## src/hw/rtl/fibf_pkg.sv

```systemverilog
package fibf_pkg;

    // Image parsing phase
    typedef enum logic [2:0] {
        PH_LEAD    = 3'd0,
        PH_HEADER  = 3'd1,
        PH_BODY    = 3'd2,
        PH_FRAME   = 3'd3,
        PH_PAD     = 3'd4,
        PH_TRAILER = 3'd5,
        PH_DONE    = 3'd6
    } t_phase;

    // Configuration register indexes
    typedef enum logic [1:0] {
        CFG_FRAME_BYTES = 2'd0,
        CFG_PAD_BYTES   = 2'd1,
        CFG_BLOCK_TAG   = 2'd2,
        CFG_END_TAG     = 2'd3
    } t_cfg_idx;

    localparam logic [12:0] FRAME_BYTES_RST = 13'd263;
    localparam logic [12:0] PAD_BYTES_RST   = 13'd15;
    localparam logic [7:0]  BLOCK_TAG_RST   = 8'hEC;
    localparam logic [7:0]  END_TAG_RST     = 8'hF7;
    localparam logic [15:0] CRC_POLY        = 16'h8005;

    localparam logic [16:0] LEAD_BYTES      = 17'd16;
    localparam logic [16:0] PREAMBLE_BYTES  = 17'd4;
    localparam logic [16:0] TRAILER_BYTES   = 17'd16;
    localparam logic [16:0] CMD_HDR_BYTES   = 17'd4;

    // Output slots of one work descriptor, in emission order
    localparam int NSLOTS       = 7;
    localparam int SLOT_LEN_HI  = 0;
    localparam int SLOT_LEN_LO  = 1;
    localparam int SLOT_HDR_TAG = 2;
    localparam int SLOT_HDR_MID = 3;
    localparam int SLOT_HDR_LOW = 4;
    localparam int SLOT_DATA    = 5;
    localparam int SLOT_CRC     = 6;
    localparam int SLOT_W       = $clog2(NSLOTS);

    // Front-to-back work descriptor
    typedef struct packed {
        logic [NSLOTS-1:0] slots;
        logic [15:0]       len_bits;
        logic [23:0]       hdr;
        logic [7:0]        data;
        logic [15:0]       crc;
    } t_desc;

    localparam int QDEPTH = 4;
    localparam int QAW    = $clog2(QDEPTH);
    localparam int QCW    = $clog2(QDEPTH + 1);

endpackage

```

## src/hw/rtl/fibf_front.sv

```systemverilog
module fibf_front (
    input  logic                i_clk,
    input  logic                i_rst_n,
    input  logic                i_cfg_valid,
    input  logic [1:0]          i_cfg_index,
    input  logic [15:0]         i_cfg_data,
    input  logic                i_fire,
    input  logic [7:0]          i_in_byte,
    input  logic                i_image_end,
    output logic                o_push,
    output fibf_pkg::t_desc     o_desc
);

    logic [12:0]      r_frame_bytes;
    logic [12:0]      r_pad_bytes;
    logic [7:0]       r_block_tag;
    logic [7:0]       r_end_tag;

    fibf_pkg::t_phase r_phase, n_phase;
    logic [16:0]      r_fc, n_fc;
    logic [16:0]      r_ft, n_ft;
    logic [15:0]      r_fl, n_fl;
    logic [23:0]      r_hdr, n_hdr;
    logic [7:0]       r_tag, n_tag;
    logic [15:0]      r_crc, n_crc;

    function automatic logic [15:0] crc_step(input logic [15:0] c_in, input logic [7:0] b);
        logic [15:0] c;
        c = c_in ^ {b, 8'h00};
        for (int i = 0; i < 8; i++) begin
            c = c[15] ? ((c << 1) ^ fibf_pkg::CRC_POLY) : (c << 1);
        end
        return c;
    endfunction

    // Config registers
    always_ff @(posedge i_clk) begin
        if (!i_rst_n) begin
            r_frame_bytes <= fibf_pkg::FRAME_BYTES_RST;
            r_pad_bytes   <= fibf_pkg::PAD_BYTES_RST;
            r_block_tag   <= fibf_pkg::BLOCK_TAG_RST;
            r_end_tag     <= fibf_pkg::END_TAG_RST;
        end else if (i_cfg_valid) begin
            case (i_cfg_index)
                fibf_pkg::CFG_FRAME_BYTES: r_frame_bytes <= i_cfg_data[12:0];
                fibf_pkg::CFG_PAD_BYTES:   r_pad_bytes   <= i_cfg_data[12:0];
                fibf_pkg::CFG_BLOCK_TAG:   r_block_tag   <= i_cfg_data[7:0];
                fibf_pkg::CFG_END_TAG:     r_end_tag     <= i_cfg_data[7:0];
                default: ;
            endcase
        end
    end

    always_ff @(posedge i_clk) begin
        if (!i_rst_n) begin
            r_phase <= fibf_pkg::PH_LEAD;
            r_fc    <= '0;
            r_ft    <= '0;
            r_fl    <= '0;
            r_hdr   <= '0;
            r_tag   <= '0;
            r_crc   <= '0;
        end else begin
            r_phase <= n_phase;
            r_fc    <= n_fc;
            r_ft    <= n_ft;
            r_fl    <= n_fl;
            r_hdr   <= n_hdr;
            r_tag   <= n_tag;
            r_crc   <= n_crc;
        end
    end

    always_comb begin
        logic [15:0] crc_new;
        logic [7:0]  tag;
        logic [15:0] size;
        logic [16:0] total;
        logic [16:0] ft_eff;
        logic [16:0] fc_new;
        logic        closed;

        n_phase = r_phase;
        n_fc    = r_fc;
        n_ft    = r_ft;
        n_fl    = r_fl;
        n_hdr   = r_hdr;
        n_tag   = r_tag;
        n_crc   = r_crc;
        o_desc  = '0;
        crc_new = crc_step(r_crc, i_in_byte);
        tag     = r_hdr[23:16];
        size    = {r_hdr[7:0], i_in_byte};
        total   = (tag == r_block_tag) ? fibf_pkg::CMD_HDR_BYTES
                                       : {1'b0, size} + fibf_pkg::CMD_HDR_BYTES;
        ft_eff  = r_ft;
        fc_new  = r_fc + 17'd1;
        closed  = 1'b0;

        if (i_fire) begin
            if (r_phase == fibf_pkg::PH_DONE) begin
                // trailer finished: bytes dropped until image end
                if (i_image_end) begin
                    n_phase = fibf_pkg::PH_LEAD;
                    n_fc    = '0;
                    n_ft    = '0;
                    n_fl    = '0;
                    n_hdr   = '0;
                    n_tag   = '0;
                    n_crc   = '0;
                end
            end else begin
                n_crc = crc_new;
                if (r_phase == fibf_pkg::PH_HEADER) begin
                    if (r_fc < 17'd3) begin
                        n_hdr = {r_hdr[15:0], i_in_byte};
                        n_fc  = fc_new;
                    end else begin
                        o_desc.len_bits = {total[12:0], 3'b000};
                        o_desc.hdr      = r_hdr;
                        o_desc.data     = i_in_byte;
                        o_desc.slots[fibf_pkg::SLOT_LEN_HI]  = 1'b1;
                        o_desc.slots[fibf_pkg::SLOT_LEN_LO]  = 1'b1;
                        o_desc.slots[fibf_pkg::SLOT_HDR_TAG] = 1'b1;
                        o_desc.slots[fibf_pkg::SLOT_HDR_MID] = 1'b1;
                        o_desc.slots[fibf_pkg::SLOT_HDR_LOW] = 1'b1;
                        o_desc.slots[fibf_pkg::SLOT_DATA]    = 1'b1;
                        n_tag = tag;
                        n_ft  = total;
                        n_fc  = fibf_pkg::CMD_HDR_BYTES;
                        if (tag == r_end_tag) begin
                            n_fl = '0;
                            if (total > fibf_pkg::CMD_HDR_BYTES) begin
                                n_phase = fibf_pkg::PH_BODY;
                            end else begin
                                n_phase = fibf_pkg::PH_TRAILER;
                                n_fc    = '0;
                            end
                        end else if (tag == r_block_tag) begin
                            n_phase = fibf_pkg::PH_FRAME;
                            n_fl    = size;
                            n_fc    = '0;
                        end else if (total <= fibf_pkg::CMD_HDR_BYTES) begin
                            n_fc = '0;
                        end else begin
                            n_phase = fibf_pkg::PH_BODY;
                        end
                    end
                end else begin
                    if (r_fc == '0) begin
                        case (r_phase)
                            fibf_pkg::PH_LEAD:
                                ft_eff = (r_fl < 16'd2) ? fibf_pkg::LEAD_BYTES
                                                        : fibf_pkg::PREAMBLE_BYTES;
                            fibf_pkg::PH_FRAME:
                                ft_eff = {4'b0, (r_frame_bytes == '0) ? 13'd1 : r_frame_bytes};
                            fibf_pkg::PH_PAD:
                                ft_eff = {4'b0, (r_pad_bytes == '0) ? 13'd1 : r_pad_bytes};
                            default:
                                ft_eff = fibf_pkg::TRAILER_BYTES;
                        endcase
                        n_ft = ft_eff;
                        o_desc.len_bits = {ft_eff[12:0], 3'b000};
                        o_desc.slots[fibf_pkg::SLOT_LEN_HI] = 1'b1;
                        o_desc.slots[fibf_pkg::SLOT_LEN_LO] = 1'b1;
                    end
                    o_desc.data = i_in_byte;
                    o_desc.slots[fibf_pkg::SLOT_DATA] = 1'b1;
                    n_fc = fc_new;
                    if (fc_new >= ft_eff) begin
                        n_fc = '0;
                        case (r_phase)
                            fibf_pkg::PH_LEAD: begin
                                if (r_fl >= 16'd2) begin
                                    n_phase = fibf_pkg::PH_HEADER;
                                    n_fl    = '0;
                                end else begin
                                    n_fl = r_fl + 16'd1;
                                end
                            end
                            fibf_pkg::PH_BODY: begin
                                n_phase = (r_tag == r_end_tag) ? fibf_pkg::PH_TRAILER
                                                               : fibf_pkg::PH_HEADER;
                                n_fl    = '0;
                            end
                            fibf_pkg::PH_FRAME: begin
                                n_fl = r_fl - 16'd1;
                                if (r_fl == 16'd1) n_phase = fibf_pkg::PH_PAD;
                            end
                            fibf_pkg::PH_PAD: begin
                                n_phase = fibf_pkg::PH_HEADER;
                            end
                            default: begin
                                if (r_fl >= 16'd1) begin
                                    n_phase = fibf_pkg::PH_DONE;
                                    n_fl    = '0;
                                    closed  = 1'b1;
                                end else begin
                                    n_fl = r_fl + 16'd1;
                                end
                            end
                        endcase
                    end
                end

                if (closed || i_image_end) begin
                    o_desc.crc = crc_new;
                    o_desc.slots[fibf_pkg::SLOT_CRC] = 1'b1;
                end
                if (i_image_end) begin
                    n_phase = fibf_pkg::PH_LEAD;
                    n_fc    = '0;
                    n_ft    = '0;
                    n_fl    = '0;
                    n_hdr   = '0;
                    n_tag   = '0;
                    n_crc   = '0;
                end
            end
        end
    end

    assign o_push = i_fire && (o_desc.slots != '0);

endmodule

```

## src/hw/rtl/fibf_queue.sv

```systemverilog
module fibf_queue (
    input  logic            i_clk,
    input  logic            i_rst_n,
    input  logic            i_push,
    input  fibf_pkg::t_desc i_desc,
    output logic            o_full,
    input  logic            i_pop,
    output fibf_pkg::t_desc o_head,
    output logic            o_head_valid
);

    fibf_pkg::t_desc                r_mem [fibf_pkg::QDEPTH];
    logic [fibf_pkg::QAW-1:0]       r_wp;
    logic [fibf_pkg::QAW-1:0]       r_rp;
    logic [fibf_pkg::QCW-1:0]       r_cnt;

    always_ff @(posedge i_clk) begin
        if (i_push) r_mem[r_wp] <= i_desc;
    end

    always_ff @(posedge i_clk) begin
        if (!i_rst_n) begin
            r_wp  <= '0;
            r_rp  <= '0;
            r_cnt <= '0;
        end else begin
            if (i_push) r_wp <= r_wp + 1'b1;
            if (i_pop)  r_rp <= r_rp + 1'b1;
            r_cnt <= r_cnt + fibf_pkg::QCW'(i_push) - fibf_pkg::QCW'(i_pop);
        end
    end

    assign o_full       = (r_cnt == fibf_pkg::QCW'(fibf_pkg::QDEPTH));
    assign o_head_valid = (r_cnt != '0);
    assign o_head       = r_mem[r_rp];

endmodule

```

## src/hw/rtl/fibf_back.sv

```systemverilog
module fibf_back (
    input  logic            i_clk,
    input  logic            i_rst_n,
    input  fibf_pkg::t_desc i_head,
    input  logic            i_head_valid,
    output logic            o_pop,
    output logic            o_out_valid,
    input  logic            i_out_stall,
    output logic [7:0]      o_out_byte,
    output logic            o_byte_valid,
    output logic            o_crc_valid,
    output logic [15:0]     o_crc_value,
    output logic            o_run_last
);

    logic [fibf_pkg::NSLOTS-1:0] r_done, n_done;
    logic [fibf_pkg::NSLOTS-1:0] pend;
    logic [fibf_pkg::NSLOTS-1:0] sel_oh;
    logic [fibf_pkg::SLOT_W-1:0] sel;
    logic                        last;
    logic                        load;
    logic                        emit;
    logic [7:0]                  sel_byte;

    logic                        r_valid;
    logic [7:0]                  r_byte;
    logic                        r_bv;
    logic                        r_cv;
    logic [15:0]                 r_crc;
    logic                        r_last;

    assign pend = i_head.slots & ~r_done;

    // lowest pending slot goes next
    always_comb begin
        sel = '0;
        for (int i = fibf_pkg::NSLOTS - 1; i >= 0; i--) begin
            if (pend[i]) sel = fibf_pkg::SLOT_W'(i);
        end
    end

    assign sel_oh = fibf_pkg::NSLOTS'(1) << sel;
    assign last   = ((pend & ~sel_oh) == '0);
    assign load   = !r_valid || !i_out_stall;
    assign emit   = load && i_head_valid;
    assign o_pop  = emit && last;

    always_comb begin
        case (sel)
            fibf_pkg::SLOT_W'(fibf_pkg::SLOT_LEN_HI):  sel_byte = i_head.len_bits[15:8];
            fibf_pkg::SLOT_W'(fibf_pkg::SLOT_LEN_LO):  sel_byte = i_head.len_bits[7:0];
            fibf_pkg::SLOT_W'(fibf_pkg::SLOT_HDR_TAG): sel_byte = i_head.hdr[23:16];
            fibf_pkg::SLOT_W'(fibf_pkg::SLOT_HDR_MID): sel_byte = i_head.hdr[15:8];
            fibf_pkg::SLOT_W'(fibf_pkg::SLOT_HDR_LOW): sel_byte = i_head.hdr[7:0];
            fibf_pkg::SLOT_W'(fibf_pkg::SLOT_DATA):    sel_byte = i_head.data;
            default:                                   sel_byte = 8'h00;
        endcase
    end

    always_comb begin
        n_done = r_done;
        if (emit) n_done = last ? '0 : (r_done | sel_oh);
    end

    always_ff @(posedge i_clk) begin
        if (!i_rst_n) begin
            r_done  <= '0;
            r_valid <= 1'b0;
        end else begin
            r_done <= n_done;
            if (load) r_valid <= i_head_valid;
        end
    end

    always_ff @(posedge i_clk) begin
        if (emit) begin
            r_byte <= sel_byte;
            r_last <= last;
            if (sel == fibf_pkg::SLOT_W'(fibf_pkg::SLOT_CRC)) begin
                r_bv  <= 1'b0;
                r_cv  <= 1'b1;
                r_crc <= i_head.crc;
            end else begin
                r_bv  <= 1'b1;
                r_cv  <= 1'b0;
                r_crc <= 16'h0000;
            end
        end
    end

    assign o_out_valid  = r_valid;
    assign o_out_byte   = r_byte;
    assign o_byte_valid = r_bv;
    assign o_crc_valid  = r_cv;
    assign o_crc_value  = r_crc;
    assign o_run_last   = r_last;

endmodule

```

## src/hw/rtl/flash_image_to_bitstream_framer_top.sv

```systemverilog
// Channel   Direction  Handshake                  Word
// in        input      i_in_valid / o_in_stall    i_in_byte, i_image_end
// out       output     o_out_valid / i_out_stall  o_out_byte, o_byte_valid, o_crc_valid,
//                                                 o_crc_value, o_run_last
// cfg       input      i_cfg_valid / o_cfg_ready  i_cfg_index, i_cfg_data
//
// One input word is taken per cycle while the descriptor queue has room; one
// output word leaves per cycle while i_out_stall is low, so the rate is set by the
// output side: an input word yields k output words (0 to 7) there.
// Command header completion gives 6 or 7 words, field starts give 3 or 4.
// Reset is synchronous, active low; config returns to its defaults.
// Output stall backs up the 4-entry queue, then raises o_in_stall.
module flash_image_to_bitstream_framer_top (
    input  logic        i_clk,
    input  logic        i_rst_n,

    input  logic        i_cfg_valid,
    output logic        o_cfg_ready,
    input  logic [1:0]  i_cfg_index,
    input  logic [15:0] i_cfg_data,

    input  logic        i_in_valid,
    output logic        o_in_stall,
    input  logic [7:0]  i_in_byte,
    input  logic        i_image_end,

    output logic        o_out_valid,
    input  logic        i_out_stall,
    output logic [7:0]  o_out_byte,
    output logic        o_byte_valid,
    output logic        o_crc_valid,
    output logic [15:0] o_crc_value,
    output logic        o_run_last
);

    logic            w_fire;
    logic            w_push;
    logic            w_full;
    logic            w_pop;
    logic            w_head_valid;
    fibf_pkg::t_desc w_desc;
    fibf_pkg::t_desc w_head;

    // config is always taken; the user must write only while idle, the block does not enforce it
    assign o_cfg_ready = 1'b1;

    // input side stalls only on a full queue
    assign o_in_stall = w_full;
    assign w_fire     = i_in_valid && !w_full;

    // front: parse state, CRC, builds at most one descriptor per input word
    fibf_front u_front (
        .i_clk       (i_clk),
        .i_rst_n     (i_rst_n),
        .i_cfg_valid (i_cfg_valid),
        .i_cfg_index (i_cfg_index),
        .i_cfg_data  (i_cfg_data),
        .i_fire      (w_fire),
        .i_in_byte   (i_in_byte),
        .i_image_end (i_image_end),
        .o_push      (w_push),
        .o_desc      (w_desc)
    );

    // decouples parse from emission
    fibf_queue u_queue (
        .i_clk        (i_clk),
        .i_rst_n      (i_rst_n),
        .i_push       (w_push),
        .i_desc       (w_desc),
        .o_full       (w_full),
        .i_pop        (w_pop),
        .o_head       (w_head),
        .o_head_valid (w_head_valid)
    );

    // back: expands each descriptor into output words, one per cycle while not stalled
    fibf_back u_back (
        .i_clk        (i_clk),
        .i_rst_n      (i_rst_n),
        .i_head       (w_head),
        .i_head_valid (w_head_valid),
        .o_pop        (w_pop),
        .o_out_valid  (o_out_valid),
        .i_out_stall  (i_out_stall),
        .o_out_byte   (o_out_byte),
        .o_byte_valid (o_byte_valid),
        .o_crc_valid  (o_crc_valid),
        .o_crc_value  (o_crc_value),
        .o_run_last   (o_run_last)
    );

`ifndef ASSERT_OFF
    a_no_push_full: assert property (@(posedge i_clk) disable iff (!i_rst_n)
        w_push |-> !w_full) else $error("descriptor pushed into full queue");

    a_pop_nonempty: assert property (@(posedge i_clk) disable iff (!i_rst_n)
        w_pop |-> w_head_valid) else $error("pop from empty queue");

    a_crc_closes: assert property (@(posedge i_clk) disable iff (!i_rst_n)
        (o_out_valid && o_crc_valid) |-> (o_run_last && !o_byte_valid))
        else $error("CRC word not last of its run");
`endif

endmodule
```

## config.mk

```make
export PLATFORM = sky130hd
export DESIGN_NAME = flash_image_to_bitstream_framer_top
export DESIGN_NICKNAME = d
export VERILOG_FILES = /design/src/hw/rtl/fibf_pkg.sv /design/src/hw/rtl/fibf_front.sv /design/src/hw/rtl/fibf_queue.sv /design/src/hw/rtl/fibf_back.sv /design/src/hw/rtl/flash_image_to_bitstream_framer_top.sv
export SDC_FILE = /design/constraint.sdc
export NUM_CORES = 1
export LEC_CHECK = 0
export BUFFER_PORTS_ARGS = -buffer_cell sky130_fd_sc_hd__buf_2
export CAP_MARGIN = 10
export CORE_MARGIN = 2
export CORE_UTILIZATION = 60
export DETAILED_ROUTE_END_ITERATION = 16
export PLACE_DENSITY_LB_ADDON = 0.05
export SKIP_CTS_REPAIR_TIMING = 1
export SLEW_MARGIN = 20
export SYNTH_ARGS = -nofsm -noshare
export SYNTH_HDL_FRONTEND = slang
export SYNTH_SLANG_ARGS = --single-unit
```

## constraint.sdc

```tcl
create_clock -name i_clk -period 4.8 [get_ports i_clk]
set_clock_uncertainty 0.05 [all_clocks]
set_input_delay 0.24 -clock i_clk [delete_from_list [all_inputs] [get_ports i_clk]]
set_output_delay 0.24 -clock i_clk [all_outputs]
set_load 0.01 [all_outputs]
```

Yosys cells after proc, flatten, opt, wreduce, memory -nomap -nowiden
Memory sizes are Yosys's and may differ from the RTL's. A register that Yosys moved wholly into a read port is not among the register bits.
Cells that the tools add are included.
- bits in registers: 185
- bits in writable memories: 284
- input bits: 32
- output and inout bits: 30
- logic and storage cells: 213
- memories kept: 1
- add/sub/neg operators: 8
- $lt $le $gt $ge: 7
- equal/unequal tests: 27
- shift operators: 1
- mux-type cells: 101
- bitwise logic cells: 14
- reductions and logical operators: 33
- memory list (name ; words ; bits a word ; rd ports ; clocked after Yosys merged registers in ; write ports ; RTL line ; text):
    u_queue.r_mem ; 4 ; 71 ; 1 ; 1 ; 1 ; fibf_queue.sv:12 ; fibf_pkg::t_desc r_mem [fibf_pkg::QDEPTH];
- operators with widths (operator ; number):
    two-way mux 16 bit ; 21
    two-way mux 17 bit ; 17
    two-way mux 24 bit ; 6
    two-way mux 71 bit ; 2
    two-way mux 3 bit ; 24
    case mux 16 bit (4 select lines) ; 1
    two-way mux 54 bit ; 1
    case mux 17 bit (3 select lines) ; 1
    two-way mux 8 bit ; 6
    case mux 8 bit (6 select lines) ; 1
    two-way mux 18 bit ; 2
    zero test 13 bit ; 2
    two-way mux 13 bit ; 2
    == test 8 bit ; 3
    inverter 3 bit ; 8
    == test 3 bit (second input constant) ; 6
    adder 16 x 3 -> 17 bit (second input constant) ; 1
    adder 17 x 1 -> 17 bit (second input constant) ; 1
    greater-or-equal comparator 17 bit ; 1
    > comparator 17 x 3 -> 1 bit (second input constant) ; 1
    less-or-equal comparator 17 x 3 -> 1 bit (second input constant) ; 1
    zero test 17 bit ; 1
    less-than comparator 17 x 2 -> 1 bit (second input constant) ; 1
    adder 16 x 1 -> 16 bit (second input constant) ; 1
    other kinds (43) ; 80

Depth between registers and ports, before layout
- word-level depth: 24
- mapped depth: 18
- depth with buffers taken out: 16

Cells and area by module
Synthesis repeated with hierarchy kept, for this count alone.
- cell total of the unflattened synthesis: 1725
- area, all modules: 21306.7 um^2
- modules (own cells, without submodules) (module ; times used ; cells an instance ; area each (um^2) ; sequential area each (um^2)):
    fibf_queue ; 1 ; 414 ; 10765.3 ; 8708.4
    fibf_front ; 1 ; 1146 ; 8617.0 ; 2862.7
    fibf_back ; 1 ; 162 ; 1899.3 ; 970.9
    flash_image_to_bitstream_framer_top ; 1 ; 3 ; 25.0 ; 0.0

Least setup slack after synthesis
Ideal clock, no wire load.
- kind: register to register
- from: reg u_queue.r_cnt[1] (netlist bit)
- to: reg u_queue.r_cnt[2] (netlist bit)
- library setup time: 0.128 ns
- data arrival time: 3.562 ns
- data required time: 4.622 ns
- setup slack: 1.060 ns
- stages on the path, launching flop included: 13
- path buffers: 0
- clock period less this slack: 3.740 ns
- path through: dfxtp_1 nor3_1 a21oi_1 nand2_2 inv_1 ha_1 inv_1 ha_1 inv_1 fa_1 xor2_1 xnor2_1 nor2_1
- elaborated cells between the ends (all ways): 11
- those cells by class: add/sub: 2; eq/ne: 1; mux: 1; reduce/logical: 7
- RTL lines (item ; RTL line ; text):
    start: declaration ; fibf_queue.sv:15 ; logic [fibf_pkg::QCW-1:0] r_cnt;
    start signal: assignment ; fibf_queue.sv:29 ; r_cnt <= r_cnt + fibf_pkg::QCW'(i_push) - fibf_pkg::QCW'(i_pop);
    nonzero test 3 bit ; fibf_queue.sv:34 ; assign o_head_valid = (r_cnt != '0);
    logical AND 1 bit ; fibf_back.sv:45 ; assign emit = load && i_head_valid;
    net u_back.emit ; fibf_back.sv:22 ; logic emit;
    logical AND 1 bit ; fibf_back.sv:46 ; assign o_pop = emit && last;
    net u_back.o_pop ; fibf_back.sv:6 ; output logic o_pop,
    subtractor 3 x 1 -> 3 bit ; fibf_queue.sv:29 ;
The timed path passes the listed nets, and every way through them passes these cells.
A chain may end at the register's enable or synchronous reset.

==> flow_summary_export.csv <==
group,metric,value,unit
run_status,status,"complete, no violations",
die,rows,67,
place,gp_congestion,0.8957,
logic_synthesis,synth_top_cell_by_area,"edfxtp_1",
logic_synthesis,synth.avg_cell_area,11.83,um2
logic_synthesis,synth-simple-area-share,0.1478,
sta,tightest_slew,1003,ps
clock_tree,cts_made_buffers,47,
pwr,pwr-share-comb,0.273,
logic_synthesis,synth-xor-area-share,0.03566,
worst_setup_path,timing.rr.start,"u_front.r_fc[0]",
cells_and_area,area_delta_synth_final,11.14,%
cells_and_area,nFillCells,2511,
worst_setup_path,cp.required,5040,ps
worst_setup_path,crit_path_start,"u_front.r_fc[0]",
place,port_buffers,57,
logic_synthesis,syn_nets,1787,
pwr,p_int,8.073,mW
logic_synthesis,syn_area,0.02039,mm2
clock_tree,path_clk_slew,60,ps
sta,relSlewSlack,0.3315,
logic_synthesis,synthDistinctLibCells,85,
global_route,grt_first_pass_wirelength,75.37,mm
routing,drc,0,
cells_and_area,layout.nets,1819,
worst_setup_path,critPathArrivalTime,4510,ps
routing,wirelength,48.63,mm
sta,fin_crit_sh,0.8890,
sta,period_minus_slack,4267,ps
worst_setup_path,worst-setup-path-type,"flop to flop",
routing,routed_via_density,6.191,
place,placed_cells,2141,
routing,drt_iter0_markers,1111,
logic_synthesis,yosys.area.top_type_share,0.4227,
logic_synthesis,synthAdderAreaFrac,0.01939,
sta,slew_violations,0,
sta,setup_tns,0,ps
logic_synthesis,synth_warnings,0,
pwr,ir_drop,0.0003068,V
pwr,power.density,523.4,mW/mm2
hold_path,min-delay-path-class,"primary input to flop",
cells_and_area,fin_cells,2240,
clock_tree,root_buffer,"clkbuf_16",
logic_synthesis,synthMuxAreaShare,0.07524,
clock_tree,cts_max_level,2,
sta,fmax,0.2344,GHz
global_route,grt_usage,0.2752,
routing,route.vias.total,13870,
pwr,sw_frac_of_total,0.3194,
die,dieArea,0.03547,mm2
cells_and_area,seqCellArea,0.01183,mm2
worst_setup_path,cp_max_fo,10,
sta,rsz0062_at_grt,"false",
global_route,grt_pass1_vias,13340,
logic_synthesis,synth_flop_cell,"edfxtp_1",
global_route,antenna_found_initial,0,
place,dp_hpwl,31.69,mm
logic_synthesis,synth_cells,1724,
sta,hold_viol,0,
die,core-area,0.03353,mm2
routing,routedWlPerCell,21.71,um
worst_setup_path,start_kind,"flop",
logic_synthesis,synth-compound-area-share,0.1136,
pwr,power.leakage,7.907,nW
cells_and_area,antenna_cells,0,
routing,drtPass1Iterations,5,
pwr,p_seq_frac,0.430,
pwr,switchingPower,3.788,mW
logic_synthesis,ys_top_cells_by_area,"edfxtp_1 42%, dfxtp_1 16%, mux4_2 7.2%",
logic_synthesis,synth_edf_count,287,
cells_and_area,multi_input_area,0.008046,mm2
routing,ant_nets,0,
global_route,grt_max_degree,55,
die,top_level_ports,62,
global_route,overflow,0,
logic_synthesis,ys_seq_area_frac,0.5798,
die,die_w,188.3,um
pwr,power.clock.fraction,0.297,
worst_setup_path,endpoint_kind,"flop",
die,start_util,0.6080,
clock_tree,clkSinkCount,447,
logic_synthesis,synthArstFlopShare,0,
sta,setup_viol,0,
logic_synthesis,ys_ff_latch,447,
clock_tree,clock_tree.buffer_depth,3,
hold_path,worstHoldStart,"i_in_byte[3]",
run,drv_cap,0,
cells_and_area,drive_gt1_frac,0.1434,
clock_tree,worstSkewPairLatency,560,ps
clock_tree,cts_tree,"yes",
logic_synthesis,synth_top_family_by_area,"simple AND/OR/NAND/NOR gates",
die,die_height,188.3,um
-- power by group through the flow --
stage	Combinational (mW)	Sequential [mW]	Clock, mW
final	3.24	5.10	3.52
after global routing	3.56	5.16	3.72
after global placement	3.18	5.15	0
after floorplan	2.31	5.14	0
after CTS	3.26	5.10	3.58
after detailed placement	3.23	5.18	0
-- per-layer routing --
layer / GRT usage / routed length (um)
met5: 0 / 0
met4: 0.1082 / 1781
met3: 0.04600 / 2904
met2: 0.4414 / 23040
met1: 0.3793 / 20900
-- synth_stat cells, drive strengths merged (3+ instances only) --
| master | instances |
|---|---|
| edfxtp | 287 |
| nand2 | 217 |
| dfxtp | 160 |
| nand3 | 97 |
| a21oi | 93 |
| nor2 | 91 |
| clkbuf | 82 |
| mux4 | 65 |
| o21ai | 57 |
| xnor2 | 49 |
| a22oi | 47 |
| nor2b | 46 |
| and3 | 41 |
| and2 | 37 |
| a21boi | 36 |
| xor2 | 34 |
| buf | 30 |
| ha | 30 |
| inv | 23 |
| nor4 | 19 |
| nor3 | 15 |
| a221o | 11 |
| a31oi | 11 |
| nand4 | 11 |
| o22ai | 10 |
| a22o | 9 |
| nand2b | 8 |
| mux2i | 7 |
| o211ai | 7 |
| o21a | 7 |
| a32oi | 6 |
| o221ai | 6 |
| or3 | 6 |
| a21o | 5 |
| and4 | 5 |
| o22a | 5 |
| o31ai | 5 |
| a211oi | 4 |
| or2 | 4 |
| a221oi | 3 |
| a41oi | 3 |
| o211a | 3 |
-- final cells by class --
type | count | area share
well taps | 448 | 0.02474
clock buffers | 63 | 0.05737
flip-flops and latches | 447 | 0.5219
multi-input cells | 1141 | 0.3551
repair buffers | 95 | 0.02783
clock inverters | 22 | 0.009001
inverters | 24 | 0.004031
-- logic make-up (layout without fill, tap and decap cells) --
kind of cell,Yosys count,in the layout
buf+inv,136,204
other cells,1,1
flops,447,447
compound gates,345,345
xor+xnor,83,83
fa+ha+maj,31,31
simple gates,609,609
mux,72,72
-- state kept, by name, indices dropped and copies added (netlist names), 8 cells and up, named ones only --
| name | count |
|---|---|
| u_back.o_out_byte | 8 |
| u_queue.r_mem | 260 |
| u_front.r_fc | 17 |
| u_back.o_crc_value | 16 |
| u_front.r_ft | 17 |
| u_front.r_tag | 8 |
| u_front.r_hdr | 24 |
| u_front.r_frame_bytes | 13 |
| u_front.r_block_tag | 8 |
| u_front.r_pad_bytes | 13 |
| u_front.r_fl | 16 |
| u_front.r_crc | 16 |
| u_front.r_end_tag | 8 |
-- cell usage in the layout (no fill, tap or decap), types with 34 or more instances in the layout --
cell and n:
o21ai_0 53, nor2_1 89, nand3_1 97, dfxtp_1 158, nor2b_1 45, edfxtp_1 287
buf_2 57, clkbuf_16 48, xnor2_1 49, xor2_1 34, a21oi_1 89, mux4_2 65
and3_1 41, nand2_1 214, a22oi_1 47
-- path summary, 6_finish.rpt --
check,end,slack (ps),cells after the start
worst max-delay path,u_queue.r_mem[0][12],530,16
worst min-delay path,u_front.r_hdr[3],50,3
worst max register to register,u_queue.r_mem[0][12],530,16
worst min register to register,u_front.r_hdr[9],420,2
-- metrics by stage --
stage                     hold WS (ps)  setup slack, ps  cell area [um2]  utilization  total power [mW]
after floorplan                  314.0             1060            20390            -             7.453
after global placement           392.3            665.9            21010       0.6265             8.334
after detailed placement         407.6            598.9            21010       0.6265             8.414
after CTS                       -159.8            546.2            22510       0.6713             11.94
after global routing             62.21            127.3            22660       0.6757             12.44
final                            49.39            533.0            22660       0.6757             11.86
-- critical path, stage by stage (launching register included) --
cell,delay [ps]
dfxtp_1,430
ha_1,260
nand2_1,90
nor3_1,300
nand3_1,240
or2_2,390
nor2_1,120
nand3_1,150
xnor2_1,170
ha_1,310
and4_1,160
a221oi_1,390
o21ai_0,200
a21oi_1,150
or2_2,160
inv_1,170
and2_1,250
Note: power is estimated with default switching activity, not from simulation.
